### config.mk
export PLATFORM = sky130hd
export DESIGN_NAME = color_key_desaturate
export DESIGN_NICKNAME = d
export VERILOG_FILES = /design/src/rtl/core/cks_pkg.sv /design/src/rtl/core/cks_front.sv /design/src/rtl/core/cks_sqrt.sv /design/src/rtl/core/cks_div.sv /design/src/rtl/core/cks_blend.sv /design/src/rtl/core/color_key_desaturate.sv
export SDC_FILE = /design/constraint.sdc
export NUM_CORES = 2
export LEC_CHECK = 0
export BUFFER_PORTS_ARGS = -buffer_cell sky130_fd_sc_hd__buf_2
export CAP_MARGIN = 20
export CORE_ASPECT_RATIO = 1.75
export CORE_MARGIN = 2
export CORE_UTILIZATION = 29
export CTS_CLUSTER_SIZE = 24
export DETAILED_ROUTE_END_ITERATION = 7
export SYNTH_ARGS = -nofsm -noshare
export SYNTH_HDL_FRONTEND = slang
export SYNTH_HIERARCHICAL = 1
export SYNTH_SLANG_ARGS = --single-unit
### constraint.sdc
create_clock -name clk -period 233.3 [get_ports clk]
set_clock_uncertainty 0.1 [all_clocks]
set_input_delay 46.66 -clock clk [delete_from_list [all_inputs] [get_ports clk]]
set_output_delay 46.66 -clock clk [all_outputs]
set_load 0.03 [all_outputs]
### src/rtl/core/cks_pkg.sv
// Shared types, widths and register codes for the color key desaturation pipeline.
package cks_pkg;

    localparam int CH_W      = 8;
    localparam int RADIUS_W  = 13;
    localparam int RR_W      = 2 * RADIUS_W;
    localparam int D2_W      = 18;
    localparam int SQ_SHIFT  = 16;
    localparam int ROOT_W    = 17;
    localparam int REM_W     = ROOT_W + 3;
    localparam int QT_W      = 13;
    localparam int NUM_W     = ROOT_W + 8;
    localparam int PROD_W    = QT_W + CH_W;
    localparam int GRAY_SUM_W = 13;
    localparam int ADDR_W    = 5;
    localparam int DATA_W    = 32;

    localparam logic [QT_W-1:0]     P_ONE        = QT_W'(4096);
    localparam logic [RADIUS_W-1:0] RADIUS_RESET = RADIUS_W'(16);

    typedef enum logic [2:0] {
        REG_KEY_RED   = 3'd0,
        REG_KEY_GREEN = 3'd1,
        REG_KEY_BLUE  = 3'd2,
        REG_RADIUS    = 3'd3,
        REG_SOFT_MODE = 3'd4,
        REG_BYPASS    = 3'd5
    } reg_idx_t;

    typedef struct packed {
        logic [CH_W-1:0] in_red;
        logic [CH_W-1:0] in_green;
        logic [CH_W-1:0] in_blue;
        logic [CH_W-1:0] in_alpha;
    } pixel_in_t;

    typedef struct packed {
        logic [CH_W-1:0] out_red;
        logic [CH_W-1:0] out_green;
        logic [CH_W-1:0] out_blue;
        logic [CH_W-1:0] out_alpha;
    } pixel_out_t;

    // Pixel data that rides along the pipeline
    typedef struct packed {
        logic [CH_W-1:0] red;
        logic [CH_W-1:0] green;
        logic [CH_W-1:0] blue;
        logic [CH_W-1:0] alpha;
        logic [CH_W-1:0] gray;
        logic            in_key;
    } side_t;

    typedef struct packed {
        logic [CH_W-1:0]     key_red;
        logic [CH_W-1:0]     key_green;
        logic [CH_W-1:0]     key_blue;
        logic [RADIUS_W-1:0] radius;
        logic                soft_mode;
        logic                bypass;
    } cfg_t;

endpackage

### src/rtl/core/cks_front.sv
// Front stages: channel distances, gray level, squared distance and key test.
module cks_front
    import cks_pkg::*;
(
    input  logic            clk,
    input  logic            rst_n,
    input  logic            en,
    input  cfg_t            cfg,
    input  logic [RR_W-1:0] rr,
    input  logic            in_valid,
    input  pixel_in_t       in_data,
    output logic            out_valid,
    output side_t           out_side,
    output logic [D2_W-1:0] out_d2
);

    logic            v1_reg, v2_reg, v3_reg;
    pixel_in_t       px1_reg;
    logic [CH_W-1:0] dr1_reg, dg1_reg, db1_reg, gray1_reg;
    logic [CH_W-1:0] dr1_next, dg1_next, db1_next, gray1_next;
    logic [GRAY_SUM_W-1:0] gray_sum;
    side_t           side2_reg, side2_next, side3_reg, side3_next;
    logic [D2_W-1:0] d2_2_reg, d2_2_next, d2_3_reg;
    logic [2*CH_W-1:0] sq_r, sq_g, sq_b;

    // Stage one: absolute channel distances and weighted gray
    always_comb
    begin
        dr1_next = (in_data.in_red >= cfg.key_red) ? in_data.in_red - cfg.key_red
                                                    : cfg.key_red - in_data.in_red;
        dg1_next = (in_data.in_green >= cfg.key_green) ? in_data.in_green - cfg.key_green
                                                        : cfg.key_green - in_data.in_green;
        db1_next = (in_data.in_blue >= cfg.key_blue) ? in_data.in_blue - cfg.key_blue
                                                      : cfg.key_blue - in_data.in_blue;
        gray_sum = GRAY_SUM_W'(11) * {5'b0, in_data.in_red}
                 + {1'b0, in_data.in_green, 4'b0}
                 + GRAY_SUM_W'(5) * {5'b0, in_data.in_blue};
        gray1_next = gray_sum[GRAY_SUM_W-1:5];
    end

    // Stage two: sum of squares
    always_comb
    begin
        sq_r = dr1_reg * dr1_reg;
        sq_g = dg1_reg * dg1_reg;
        sq_b = db1_reg * db1_reg;
        d2_2_next = {2'b0, sq_r} + {2'b0, sq_g} + {2'b0, sq_b};
        side2_next.red    = px1_reg.in_red;
        side2_next.green  = px1_reg.in_green;
        side2_next.blue   = px1_reg.in_blue;
        side2_next.alpha  = px1_reg.in_alpha;
        side2_next.gray   = gray1_reg;
        side2_next.in_key = 1'b0;
    end

    // Stage three: compare scaled distance against the squared radius
    always_comb
    begin
        side3_next = side2_reg;
        side3_next.in_key = ({d2_2_reg, 8'b0} <= rr);
    end

    always_ff @(posedge clk or negedge rst_n)
    begin
        if (!rst_n)
        begin
            v1_reg <= 1'b0;
            v2_reg <= 1'b0;
            v3_reg <= 1'b0;
        end
        else if (en)
        begin
            v1_reg <= in_valid;
            v2_reg <= v1_reg;
            v3_reg <= v2_reg;
        end
    end

    always_ff @(posedge clk)
    begin
        if (en)
        begin
            px1_reg   <= in_data;
            dr1_reg   <= dr1_next;
            dg1_reg   <= dg1_next;
            db1_reg   <= db1_next;
            gray1_reg <= gray1_next;
            side2_reg <= side2_next;
            d2_2_reg  <= d2_2_next;
            side3_reg <= side3_next;
            d2_3_reg  <= d2_2_reg;
        end
    end

    assign out_valid = v3_reg;
    assign out_side  = side3_reg;
    assign out_d2    = d2_3_reg;

endmodule

### src/rtl/core/cks_sqrt.sv
// Pipelined integer square root of the scaled distance, one root bit per stage.
module cks_sqrt
    import cks_pkg::*;
(
    input  logic              clk,
    input  logic              rst_n,
    input  logic              en,
    input  logic              in_valid,
    input  side_t             in_side,
    input  logic [D2_W-1:0]   in_d2,
    output logic              out_valid,
    output side_t             out_side,
    output logic [ROOT_W-1:0] out_root
);

    localparam int V_W = D2_W + SQ_SHIFT;

    logic              vld_reg  [ROOT_W];
    side_t             side_reg [ROOT_W];
    logic [D2_W-1:0]   d2_reg   [ROOT_W];
    logic [ROOT_W-1:0] root_reg [ROOT_W];
    logic [REM_W-1:0]  rem_reg  [ROOT_W];

    for (genvar k = 0; k < ROOT_W; k++)
    begin : g_step
        logic              vld_prev;
        side_t             side_prev;
        logic [D2_W-1:0]   d2_prev;
        logic [ROOT_W-1:0] root_prev, root_next;
        logic [REM_W-1:0]  rem_prev, rem_next;
        logic [V_W-1:0]    v_full;
        logic [REM_W+1:0]  rem_sh, trial;

        if (k == 0)
        begin : g_first
            assign vld_prev  = in_valid;
            assign side_prev = in_side;
            assign d2_prev   = in_d2;
            assign root_prev = '0;
            assign rem_prev  = '0;
        end
        else
        begin : g_rest
            assign vld_prev  = vld_reg[k-1];
            assign side_prev = side_reg[k-1];
            assign d2_prev   = d2_reg[k-1];
            assign root_prev = root_reg[k-1];
            assign rem_prev  = rem_reg[k-1];
        end

        // Bring in the next bit pair and try to set the next root bit
        always_comb
        begin
            v_full = {d2_prev, {SQ_SHIFT{1'b0}}};
            rem_sh = {rem_prev, v_full[V_W-1-2*k -: 2]};
            trial  = (REM_W+2)'({root_prev, 2'b01});
            if (rem_sh >= trial)
            begin
                rem_next  = REM_W'(rem_sh - trial);
                root_next = {root_prev[ROOT_W-2:0], 1'b1};
            end
            else
            begin
                rem_next  = REM_W'(rem_sh);
                root_next = {root_prev[ROOT_W-2:0], 1'b0};
            end
        end

        always_ff @(posedge clk or negedge rst_n)
        begin
            if (!rst_n)
            begin
                vld_reg[k] <= 1'b0;
            end
            else if (en)
            begin
                vld_reg[k] <= vld_prev;
            end
        end

        always_ff @(posedge clk)
        begin
            if (en)
            begin
                side_reg[k] <= side_prev;
                d2_reg[k]   <= d2_prev;
                root_reg[k] <= root_next;
                rem_reg[k]  <= rem_next;
            end
        end
    end

    assign out_valid = vld_reg[ROOT_W-1];
    assign out_side  = side_reg[ROOT_W-1];
    assign out_root  = root_reg[ROOT_W-1];

endmodule

### src/rtl/core/cks_div.sv
// Pipelined restoring divider for the blend fraction, one quotient bit per stage.
module cks_div
    import cks_pkg::*;
(
    input  logic                clk,
    input  logic                rst_n,
    input  logic                en,
    input  logic [RADIUS_W-1:0] radius,
    input  logic                in_valid,
    input  side_t               in_side,
    input  logic [ROOT_W-1:0]   in_root,
    output logic                out_valid,
    output side_t               out_side,
    output logic [QT_W-1:0]     out_p
);

    logic              vld_reg  [QT_W];
    side_t             side_reg [QT_W];
    logic [NUM_W-1:0]  num_reg  [QT_W];
    logic [QT_W-1:0]   quo_reg  [QT_W];
    logic [RADIUS_W-1:0] rem_reg [QT_W];

    for (genvar k = 0; k < QT_W; k++)
    begin : g_step
        logic                vld_prev;
        side_t               side_prev;
        logic [NUM_W-1:0]    num_prev;
        logic [QT_W-1:0]     quo_prev, quo_next;
        logic [RADIUS_W-1:0] rem_prev, rem_next;
        logic [RADIUS_W:0]   rem_sh;

        // Quotient stays below 2**QT_W for pixels inside the key
        if (k == 0)
        begin : g_first
            assign vld_prev  = in_valid;
            assign side_prev = in_side;
            assign num_prev  = {in_root, 8'b0};
            assign quo_prev  = '0;
            assign rem_prev  = RADIUS_W'({in_root, 8'b0} >> QT_W);
        end
        else
        begin : g_rest
            assign vld_prev  = vld_reg[k-1];
            assign side_prev = side_reg[k-1];
            assign num_prev  = num_reg[k-1];
            assign quo_prev  = quo_reg[k-1];
            assign rem_prev  = rem_reg[k-1];
        end

        // Shift in one numerator bit and subtract the radius where it fits
        always_comb
        begin
            rem_sh = {rem_prev, num_prev[QT_W-1-k]};
            if (rem_sh >= {1'b0, radius})
            begin
                rem_next = RADIUS_W'(rem_sh - {1'b0, radius});
                quo_next = {quo_prev[QT_W-2:0], 1'b1};
            end
            else
            begin
                rem_next = RADIUS_W'(rem_sh);
                quo_next = {quo_prev[QT_W-2:0], 1'b0};
            end
        end

        always_ff @(posedge clk or negedge rst_n)
        begin
            if (!rst_n)
            begin
                vld_reg[k] <= 1'b0;
            end
            else if (en)
            begin
                vld_reg[k] <= vld_prev;
            end
        end

        always_ff @(posedge clk)
        begin
            if (en)
            begin
                side_reg[k] <= side_prev;
                num_reg[k]  <= num_prev;
                quo_reg[k]  <= quo_next;
                rem_reg[k]  <= rem_next;
            end
        end
    end

    // Zero radius gives no blend; clamp to one
    always_comb
    begin
        if (radius == '0)
            out_p = '0;
        else if (quo_reg[QT_W-1] > P_ONE)
            out_p = P_ONE;
        else
            out_p = quo_reg[QT_W-1];
    end

    assign out_valid = vld_reg[QT_W-1];
    assign out_side  = side_reg[QT_W-1];

endmodule

### src/rtl/core/cks_blend.sv
// Blend stages: scale channel-to-gray distances and select the final pixel.
module cks_blend
    import cks_pkg::*;
(
    input  logic            clk,
    input  logic            rst_n,
    input  logic            en,
    input  cfg_t            cfg,
    input  logic            in_valid,
    input  side_t           in_side,
    input  logic [QT_W-1:0] in_p,
    output logic            out_valid,
    output pixel_out_t      out_data
);

    logic              v1_reg, v2_reg;
    side_t             side1_reg;
    logic [CH_W-1:0]   chan [3];
    logic [CH_W-1:0]   chan1 [3];
    logic [CH_W-1:0]   mag [3];
    logic              neg_next [3];
    logic              neg_reg [3];
    logic [PROD_W-1:0] prod_next [3];
    logic [PROD_W-1:0] prod_reg [3];
    logic [CH_W-1:0]   mixed [3];
    logic [CH_W-1:0]   step [3];
    pixel_out_t        data_reg, data_next;

    assign chan[0]  = in_side.red;
    assign chan[1]  = in_side.green;
    assign chan[2]  = in_side.blue;
    assign chan1[0] = side1_reg.red;
    assign chan1[1] = side1_reg.green;
    assign chan1[2] = side1_reg.blue;

    // Stage one: distance to gray times the blend fraction
    always_comb
    begin
        for (int i = 0; i < 3; i++)
        begin
            neg_next[i]  = (in_side.gray < chan[i]);
            mag[i]       = neg_next[i] ? chan[i] - in_side.gray : in_side.gray - chan[i];
            prod_next[i] = PROD_W'(in_p) * PROD_W'(mag[i]);
        end
    end

    // Stage two: apply the step and pick the output
    always_comb
    begin
        for (int i = 0; i < 3; i++)
        begin
            step[i]  = prod_reg[i][PROD_W-2:QT_W-1];
            mixed[i] = neg_reg[i] ? chan1[i] - step[i] : chan1[i] + step[i];
        end
        data_next.out_alpha = side1_reg.alpha;
        if (cfg.bypass || (side1_reg.in_key && !cfg.soft_mode))
        begin
            data_next.out_red   = side1_reg.red;
            data_next.out_green = side1_reg.green;
            data_next.out_blue  = side1_reg.blue;
        end
        else if (side1_reg.in_key)
        begin
            data_next.out_red   = mixed[0];
            data_next.out_green = mixed[1];
            data_next.out_blue  = mixed[2];
        end
        else
        begin
            data_next.out_red   = side1_reg.gray;
            data_next.out_green = side1_reg.gray;
            data_next.out_blue  = side1_reg.gray;
        end
    end

    always_ff @(posedge clk or negedge rst_n)
    begin
        if (!rst_n)
        begin
            v1_reg <= 1'b0;
            v2_reg <= 1'b0;
        end
        else if (en)
        begin
            v1_reg <= in_valid;
            v2_reg <= v1_reg;
        end
    end

    always_ff @(posedge clk)
    begin
        if (en)
        begin
            side1_reg <= in_side;
            for (int i = 0; i < 3; i++)
            begin
                neg_reg[i]  <= neg_next[i];
                prod_reg[i] <= prod_next[i];
            end
            data_reg <= data_next;
        end
    end

    assign out_valid = v2_reg;
    assign out_data  = data_reg;

endmodule

### src/rtl/core/color_key_desaturate.sv
// Top level: register port, pipeline enable and the four pipeline sections.
//
//   port group    | direction | transfer when
//   in_*          | in        | in_valid && in_ready
//   out_*         | out       | out_valid && out_ready
//   apb (p*)      | in        | psel && penable && pwrite (pready always high)
//
// One pixel per cycle sustained while the output is not stalled; each pixel passes from input transfer
// to output valid through 3 front stages, 17 square-root stages, 13 divider stages
// and 2 blend stages.
// Reset clears all valid bits and loads register defaults (radius 16).
// A stalled output register holds the whole pipeline, so in_ready follows
// out_ready while out_valid is high; no pixel is lost or repeated.
module color_key_desaturate
    import cks_pkg::*;
(
    input  logic              clk,
    input  logic              rst_n,
    input  logic              psel,
    input  logic              penable,
    input  logic              pwrite,
    input  logic [ADDR_W-1:0] paddr,
    input  logic [DATA_W-1:0] pwdata,
    output logic [DATA_W-1:0] prdata,
    output logic              pready,
    input  logic              in_valid,
    output logic              in_ready,
    input  pixel_in_t         in_data,
    output logic              out_valid,
    input  logic              out_ready,
    output pixel_out_t        out_data
);

    cfg_t            cfg_reg;
    logic [RR_W-1:0] rr_reg;
    logic            en;
    logic            wr;
    reg_idx_t        idx;

    logic            f_valid, s_valid, d_valid;
    side_t           f_side, s_side, d_side;
    logic [D2_W-1:0] f_d2;
    logic [ROOT_W-1:0] s_root;
    logic [QT_W-1:0] d_p;

    assign pready = 1'b1;
    assign wr     = psel && penable && pwrite;
    assign idx    = reg_idx_t'(paddr[4:2]);
    assign en     = !out_valid || out_ready;
    assign in_ready = en;

    // Register writes
    always_ff @(posedge clk or negedge rst_n)
    begin
        if (!rst_n)
        begin
            cfg_reg.key_red   <= '0;
            cfg_reg.key_green <= '0;
            cfg_reg.key_blue  <= '0;
            cfg_reg.radius    <= RADIUS_RESET;
            cfg_reg.soft_mode <= 1'b0;
            cfg_reg.bypass    <= 1'b0;
        end
        else if (wr)
        begin
            case (idx)
                REG_KEY_RED:   cfg_reg.key_red   <= pwdata[CH_W-1:0];
                REG_KEY_GREEN: cfg_reg.key_green <= pwdata[CH_W-1:0];
                REG_KEY_BLUE:  cfg_reg.key_blue  <= pwdata[CH_W-1:0];
                REG_RADIUS:    cfg_reg.radius    <= pwdata[RADIUS_W-1:0];
                REG_SOFT_MODE: cfg_reg.soft_mode <= pwdata[0];
                REG_BYPASS:    cfg_reg.bypass    <= pwdata[0];
                default:       ;
            endcase
        end
    end

    // Squared radius, refreshed every cycle
    always_ff @(posedge clk)
    begin
        rr_reg <= cfg_reg.radius * cfg_reg.radius;
    end

    // Register reads
    always_comb
    begin
        case (idx)
            REG_KEY_RED:   prdata = DATA_W'(cfg_reg.key_red);
            REG_KEY_GREEN: prdata = DATA_W'(cfg_reg.key_green);
            REG_KEY_BLUE:  prdata = DATA_W'(cfg_reg.key_blue);
            REG_RADIUS:    prdata = DATA_W'(cfg_reg.radius);
            REG_SOFT_MODE: prdata = DATA_W'(cfg_reg.soft_mode);
            REG_BYPASS:    prdata = DATA_W'(cfg_reg.bypass);
            default:       prdata = '0;
        endcase
    end

    cks_front u_front (
        .clk       (clk),
        .rst_n     (rst_n),
        .en        (en),
        .cfg       (cfg_reg),
        .rr        (rr_reg),
        .in_valid  (in_valid),
        .in_data   (in_data),
        .out_valid (f_valid),
        .out_side  (f_side),
        .out_d2    (f_d2)
    );

    cks_sqrt u_sqrt (
        .clk       (clk),
        .rst_n     (rst_n),
        .en        (en),
        .in_valid  (f_valid),
        .in_side   (f_side),
        .in_d2     (f_d2),
        .out_valid (s_valid),
        .out_side  (s_side),
        .out_root  (s_root)
    );

    cks_div u_div (
        .clk       (clk),
        .rst_n     (rst_n),
        .en        (en),
        .radius    (cfg_reg.radius),
        .in_valid  (s_valid),
        .in_side   (s_side),
        .in_root   (s_root),
        .out_valid (d_valid),
        .out_side  (d_side),
        .out_p     (d_p)
    );

    cks_blend u_blend (
        .clk       (clk),
        .rst_n     (rst_n),
        .en        (en),
        .cfg       (cfg_reg),
        .in_valid  (d_valid),
        .in_side   (d_side),
        .in_p      (d_p),
        .out_valid (out_valid),
        .out_data  (out_data)
    );

`ifndef SYNTHESIS
    // A held output must block new input
    a_stall_blocks_input: assert property (@(posedge clk) disable iff (!rst_n)
        (out_valid && !out_ready) |-> !in_ready)
        else $error("input accepted while output stalled");

    // Blend fraction never exceeds one
    a_p_bounded: assert property (@(posedge clk) disable iff (!rst_n)
        d_valid |-> (d_p <= P_ONE))
        else $error("blend fraction out of range");

    // A stalled pipeline keeps the divider output steady
    a_stall_holds_div: assert property (@(posedge clk) disable iff (!rst_n)
        (d_valid && !en) |=> (d_valid && $stable(d_side)))
        else $error("divider stage changed during stall");
`endif

endmodule

# Word level (Yosys, flattened, before mapping)
# Memories as Yosys holds them, arrays and structs flattened.
# Cells that the tools add are included.
# totals
ff_bits	354
latch_bits	0
ram_bits	2894
mem_bits_ro	0
inputBits	76
out_inout_bits	67
elab_cells	278
memories	10
# op_classes
n_addsub	52
mul	9
n_div	0
magnitude_cmp	38
n_eq_ne	5
shifts	0
n_mux	76
bitwise_logic	0
reduce_logical	15
# memory_table
memory	depth	width	read_ports	rd_ports_with_merged_regs	wr	line_no	rtl
u_sqrt.side_reg	17	41	17	0	17	cks_sqrt.sv:19	side_t side_reg [ROOT_W];
u_div.side_reg	13	41	13	0	13	cks_div.sv:18	side_t side_reg [QT_W];
u_sqrt.rem_reg	17	20	16	0	17	cks_sqrt.sv:22	logic [REM_W-1:0] rem_reg [ROOT_W];
u_div.num_reg	13	25	12	0	13	cks_div.sv:19	logic [NUM_W-1:0] num_reg [QT_W];
u_sqrt.d2_reg	17	18	16	0	17	cks_sqrt.sv:20	logic [D2_W-1:0] d2_reg [ROOT_W];
u_sqrt.root_reg	17	17	17	0	17	cks_sqrt.sv:21	logic [ROOT_W-1:0] root_reg [ROOT_W];
4 more memories	-	-	-	-	-	-	
# op_table
cell	count
>= comparator 22 x 19 -> 1 bit	16
2-to-1 mux 20 bit	17
subtractor 20 x 19 -> 20 bit	16
2-to-1 mux 13 bit	15
subtractor 13 bit	13
>= comparator 14 x 13 -> 1 bit	12
subtractor 8 bit	15
one-hot mux 13 bit (6 select lines)	1
2-to-1 mux 8 bit	9
multiplier 13 x 8 -> 21 bit	3
multiplier 8 x 8 -> 16 bit	3
2-to-1 mux 24 bit	2
2-to-1 mux 1 bit	32
<= comparator 26 bit	1
multiplier 13 x 13 -> 26 bit	1
adder 8 bit	3
>= comparator 8 bit	3
< comparator 8 bit	3
adder 18 x 16 -> 18 bit	1
adder 16 x 16 -> 17 bit	1
adder 12 x 12 -> 13 bit	1
adder 13 x 11 -> 13 bit	1
>= comparator 13 bit	1
greater-than comparator 13 bit (second input constant)	1
other kinds (13)	24

# Logic depth before layout (Yosys ltp)
# An unclocked memory read counts as a cell.
# depth
ltp_word	5
depth_mapped	31
ltp_nobuf	30

# Hierarchy
# The synthesis kept the hierarchy.
# modules_own_cells
module	instances	cells_per_inst	area_per_inst_um2	seq_area_each_um2
cks_sqrt	1	2884	47775.8	36820.3
cks_div	1	2091	33798.7	24048.1
cks_blend	1	1659	15720.1	3052.9
cks_front	1	1232	14756.7	5510.3
color_key_desaturate	1	765	7364.6	1477.7

# Least setup slack after synthesis
# OpenSTA, ideal clock, no wires.
# synth_timing
path_type	in2out
start	in out_ready
end	out in_ready
t_arrival_ns	101.287
required_ns	186.540
setup_slack_ns	85.253
path_stages	1
path_buffers	0
path_cell_list	nand2b_1
# synth_via
elab_chain_cells	1
# synth_rtl
item	line_no	rtl
start, declared	color_key_desaturate.sv:30	input logic out_ready,
logical OR 1 bit	color_key_desaturate.sv:49	assign en = !out_valid || out_ready;
end, declared	color_key_desaturate.sv:27	output logic in_ready,
# Every way passes these cells.

# Worst setup path in the final report
# layout_timing
start	in paddr[2]
end	out prdata[0]
# layout_via
elab_chain_cells	2
word_cells_on_any_way	7
classes_between	5 x eq/ne; 1 x mux; 1 x reduce/logical
# layout_rtl
item	line_no	rtl
start, declared	color_key_desaturate.sv:22	input logic [ADDR_W-1:0] paddr,
equality test 3 bit (tied with other cells)	color_key_desaturate.sv:87	case (idx)
one-hot mux 13 bit (6 select lines) (*)	color_key_desaturate.sv:87	
end, declared	color_key_desaturate.sv:24	output logic [DATA_W-1:0] prdata,
# Every way passes the cells marked *; elsewhere a longest branch is shown, timed or not.

==> summary.md <==
| Metric | Value |
|---|---|
| Status | complete, no violations |
| Dpl hpwl | 167 mm |
| EDFF count, synth | 2,283 |
| Slowest cell on crit path | mux4_2 |
| Fin crit share | 40.6% |
| Worst stage delay on the critical path | 0.54 ns |
| Area Growth Syn to Fin | 12.6% |
| Post-synthesis sequential area ratio | 59.4% |
| CTS Hold Bufs | 0 |
| RSZ-0062 raised after global routing | no |
| Largest net degree at the start of global routing | 189 |
| First-pass GRT wire length | 364 mm |
| Via-to-Cell Ratio | 4.47 |
| Postcts setup bufs | 0 |
| CTS tree | done |
| Share of cells above drive strength 1 | 9.74% |
| Crit path depth | 4 |
| Critical path fanouts, max | 15 |
| DR WL/cell | 16.0 um |
| GRT overflow | 0 |
| Synth Instances | 8,631 |
| Clk pin slew, worst setup/hold paths | 0.06 ns |
| Least-Margin Pin Slew | 1.09 ns |
| Number of global-route vias before repair | 68,000 |
| Yosys warnings | 6 |
| Die area | 0.417 mm^2 |
| Root buf cell | clkbuf_16 |
| Post-synthesis async set-or-reset flop share | 3.11% |
| Die width | 489 um |
| Final GP Congestion | 0.845 |
| Post-DRT Antenna Nets | 0 |
| Worst min path class | reg2reg |
| Commonest non-fill, non-tap cell in the layout | edfxtp_1 |
| Cell family with most CP delay | multiplexers |
| Htree depth | 4 |
| FF+latch count, synth | 2,382 |
| Sinks on Clock Net | 2,382 |
| IO buf count | 101 |
| Inserted Clock Buffers | 229 |
| Number of distinct library cells after synthesis | 117 |
| Routed WL | 232 mm |
| Fin nets | 10,200 |
| Initial Utilization | 29.1% |
| Remaining DRCs | 0 |
| Row cnt | 311 |
| Critical Path End Type | output port |
| Mapped Area | 0.119 mm^2 |
| Final TNS setup | 0 ns |
| Crit path from | paddr[2] |
| Crit path cell chain | buf_2 > mux4_2 > mux2_2 > buf_2 |
| Worst-Skew Late Latency | 0.91 ns |
| Syn Area/Cell | 13.8 um^2 |
| First DRT Iteration DRCs | 3,431 |
| FF-to-FF path depth | 27 |
| Fmax | 10.6 MHz |
| All-layer global routing usage | 11.0% |
| Largest register FFs | 697 |
| Worst Path Arrival | 47.98 ns |
| MaxCap Viol Count | 0 |
| Post-CTS resize count | 0 |
| Fin. max-slew vios | 0 |
| Number of top-level pins | 143 |
| Max_slew headroom | 26.5% |
| FF-to-FF Start | u_div/side_reg[1][165] |
| Most frequent cells in the layout | 2,283 x edfxtp_1, 1,055 x inv_1, 745 x ha_1 |
| Reg-to-reg critical path endpoint | u_blend/prod_reg[0][19] |
| Via Count | 65,100 |
| # setup viols final | 0 |
| Buf/Inv on CP | 2 |
| Req. time, crit path | 186.54 ns |
| First-pass DRT Iterations | 7 |
| Most frequent CP cell | buf_2 |
| Crit path time final | 94.74 ns |
| Max Root-Sink Buffers | 4 |
| R2R Setup Slk | 224.58 ns |
| Worst Setup EP | prdata[0] |
| Placeable Area | 0.410 mm^2 |
| Hold Vio Cnt, Final | 0 |
| Primary FF master, synth | edfxtp_1 |
| Initial antenna violation count | 6 |
| Critical path class | in2out |
| Critical path launch point type | input port |
| Min-Delay Path Depth | 0 |
| Die Y | 853 um |
==> cell type report <==
class	count	area, um^2
diodes	5	12.5
fillers	40000	275000
repair buffers	197	1270
well taps	5477	6850
clock buffers	259	5910
flip-flops and latches	2382	70900
multi-input cells	5020	43700
inverters	1060	3980
clock inverters	155	1770
==> worst min path at each step <==
stage                                 start                 endpoint  slack (ns)
global route        u_sqrt/side_reg[1][105]  u_sqrt/side_reg[1][146]        0.25
floorplan            u_div/side_reg[1][173]     u_blend/data_next[0]        0.30
finish              u_sqrt/side_reg[1][112]  u_sqrt/side_reg[1][153]        0.24
CTS                 u_sqrt/side_reg[1][112]  u_sqrt/side_reg[1][153]        0.24
detailed placement      u_div/quo_reg[1][1]     u_div/quo_reg[1][15]        0.30
global placement    u_sqrt/side_reg[0][129]  u_sqrt/side_reg[0][170]        0.30
==> routing by layer <==
layer | vias up | track usage [%] | part of all wire (%)
li1 | 31300 | - | -
met1 | 32300 | 10.8 | 35
met2 | 1000 | 21.9 | 56
met3 | 548 | 1.29 | 2.7
met4 | 0 | 6.28 | 6.1
met5 | - | 0 | 0
==> cell families (layout without fill, tap and decap cells) <==
kind of cell / after synthesis / after routing / synth area share (%)
compound gates: 1265 / 1265 / 6.93
xor+xnor: 440 / 440 / 3.24
fa+ha+maj: 1224 / 1224 / 15.8
buf+inv: 1248 / 1671 / 4.09
flops: 2382 / 2382 / 59.4
mux: 298 / 298 / 2.82
other cells: 3 / 27 / 0.00943
simple gates: 1771 / 1771 / 7.69
==> synthesized netlist by cell type (72+ instances only) <==
cell type | number | area, um^2
a21oi_1 | 367 | 1840
nand2b_1 | 80 | 500
fa_1 | 479 | 9590
inv_1 | 1056 | 3960
and2_1 | 297 | 1860
xnor2_1 | 254 | 2220
nor3_1 | 119 | 596
ha_1 | 745 | 9320
nor2b_1 | 135 | 845
nand3_1 | 72 | 360
nor2_1 | 358 | 1340
dfrtp_1 | 73 | 1830
o21a_1 | 84 | 631
nand2_1 | 405 | 1520
clkbuf_1 | 114 | 428
o21ai_0 | 255 | 1280
edfxtp_1 | 2283 | 68600
a21o_1 | 129 | 968
mux2_2 | 218 | 2450
xor2_1 | 184 | 1610
==> per-stage QoR <==
| step | cells | hold WS, ns | util, % | setup WS (ns) | cell area [um^2] |
|---|---|---|---|---|---|
| final | 14600 | 0.244 | 32.8 | 138.56 | 134000 |
| after global routing | 14600 | 0.249 | 32.8 | 138.48 | 134000 |
| after CTS | 14600 | 0.241 | 32.8 | 138.54 | 134000 |
| after detailed placement | 14100 | 0.305 | 30.9 | 138.53 | 127000 |
| after global placement | 14100 | 0.300 | 30.9 | 138.52 | 127000 |
| after floorplan | 8650 | 0.300 | - | 85.25 | 119000 |
==> worst register-to-register path: cells and delay by family (launching register included) <==
kind / cells / cell delay [ns]
flops: 1 / 0.61
compound gates: 11 / 2.93
xor+xnor: 3 / 0.99
simple gates: 2 / 0.29
buf+inv: 4 / 0.51
fa+ha+maj: 7 / 3.07
Power is not shown: default switching activity piles up to over one toggle a cycle in this logic, so the estimate is an artifact.
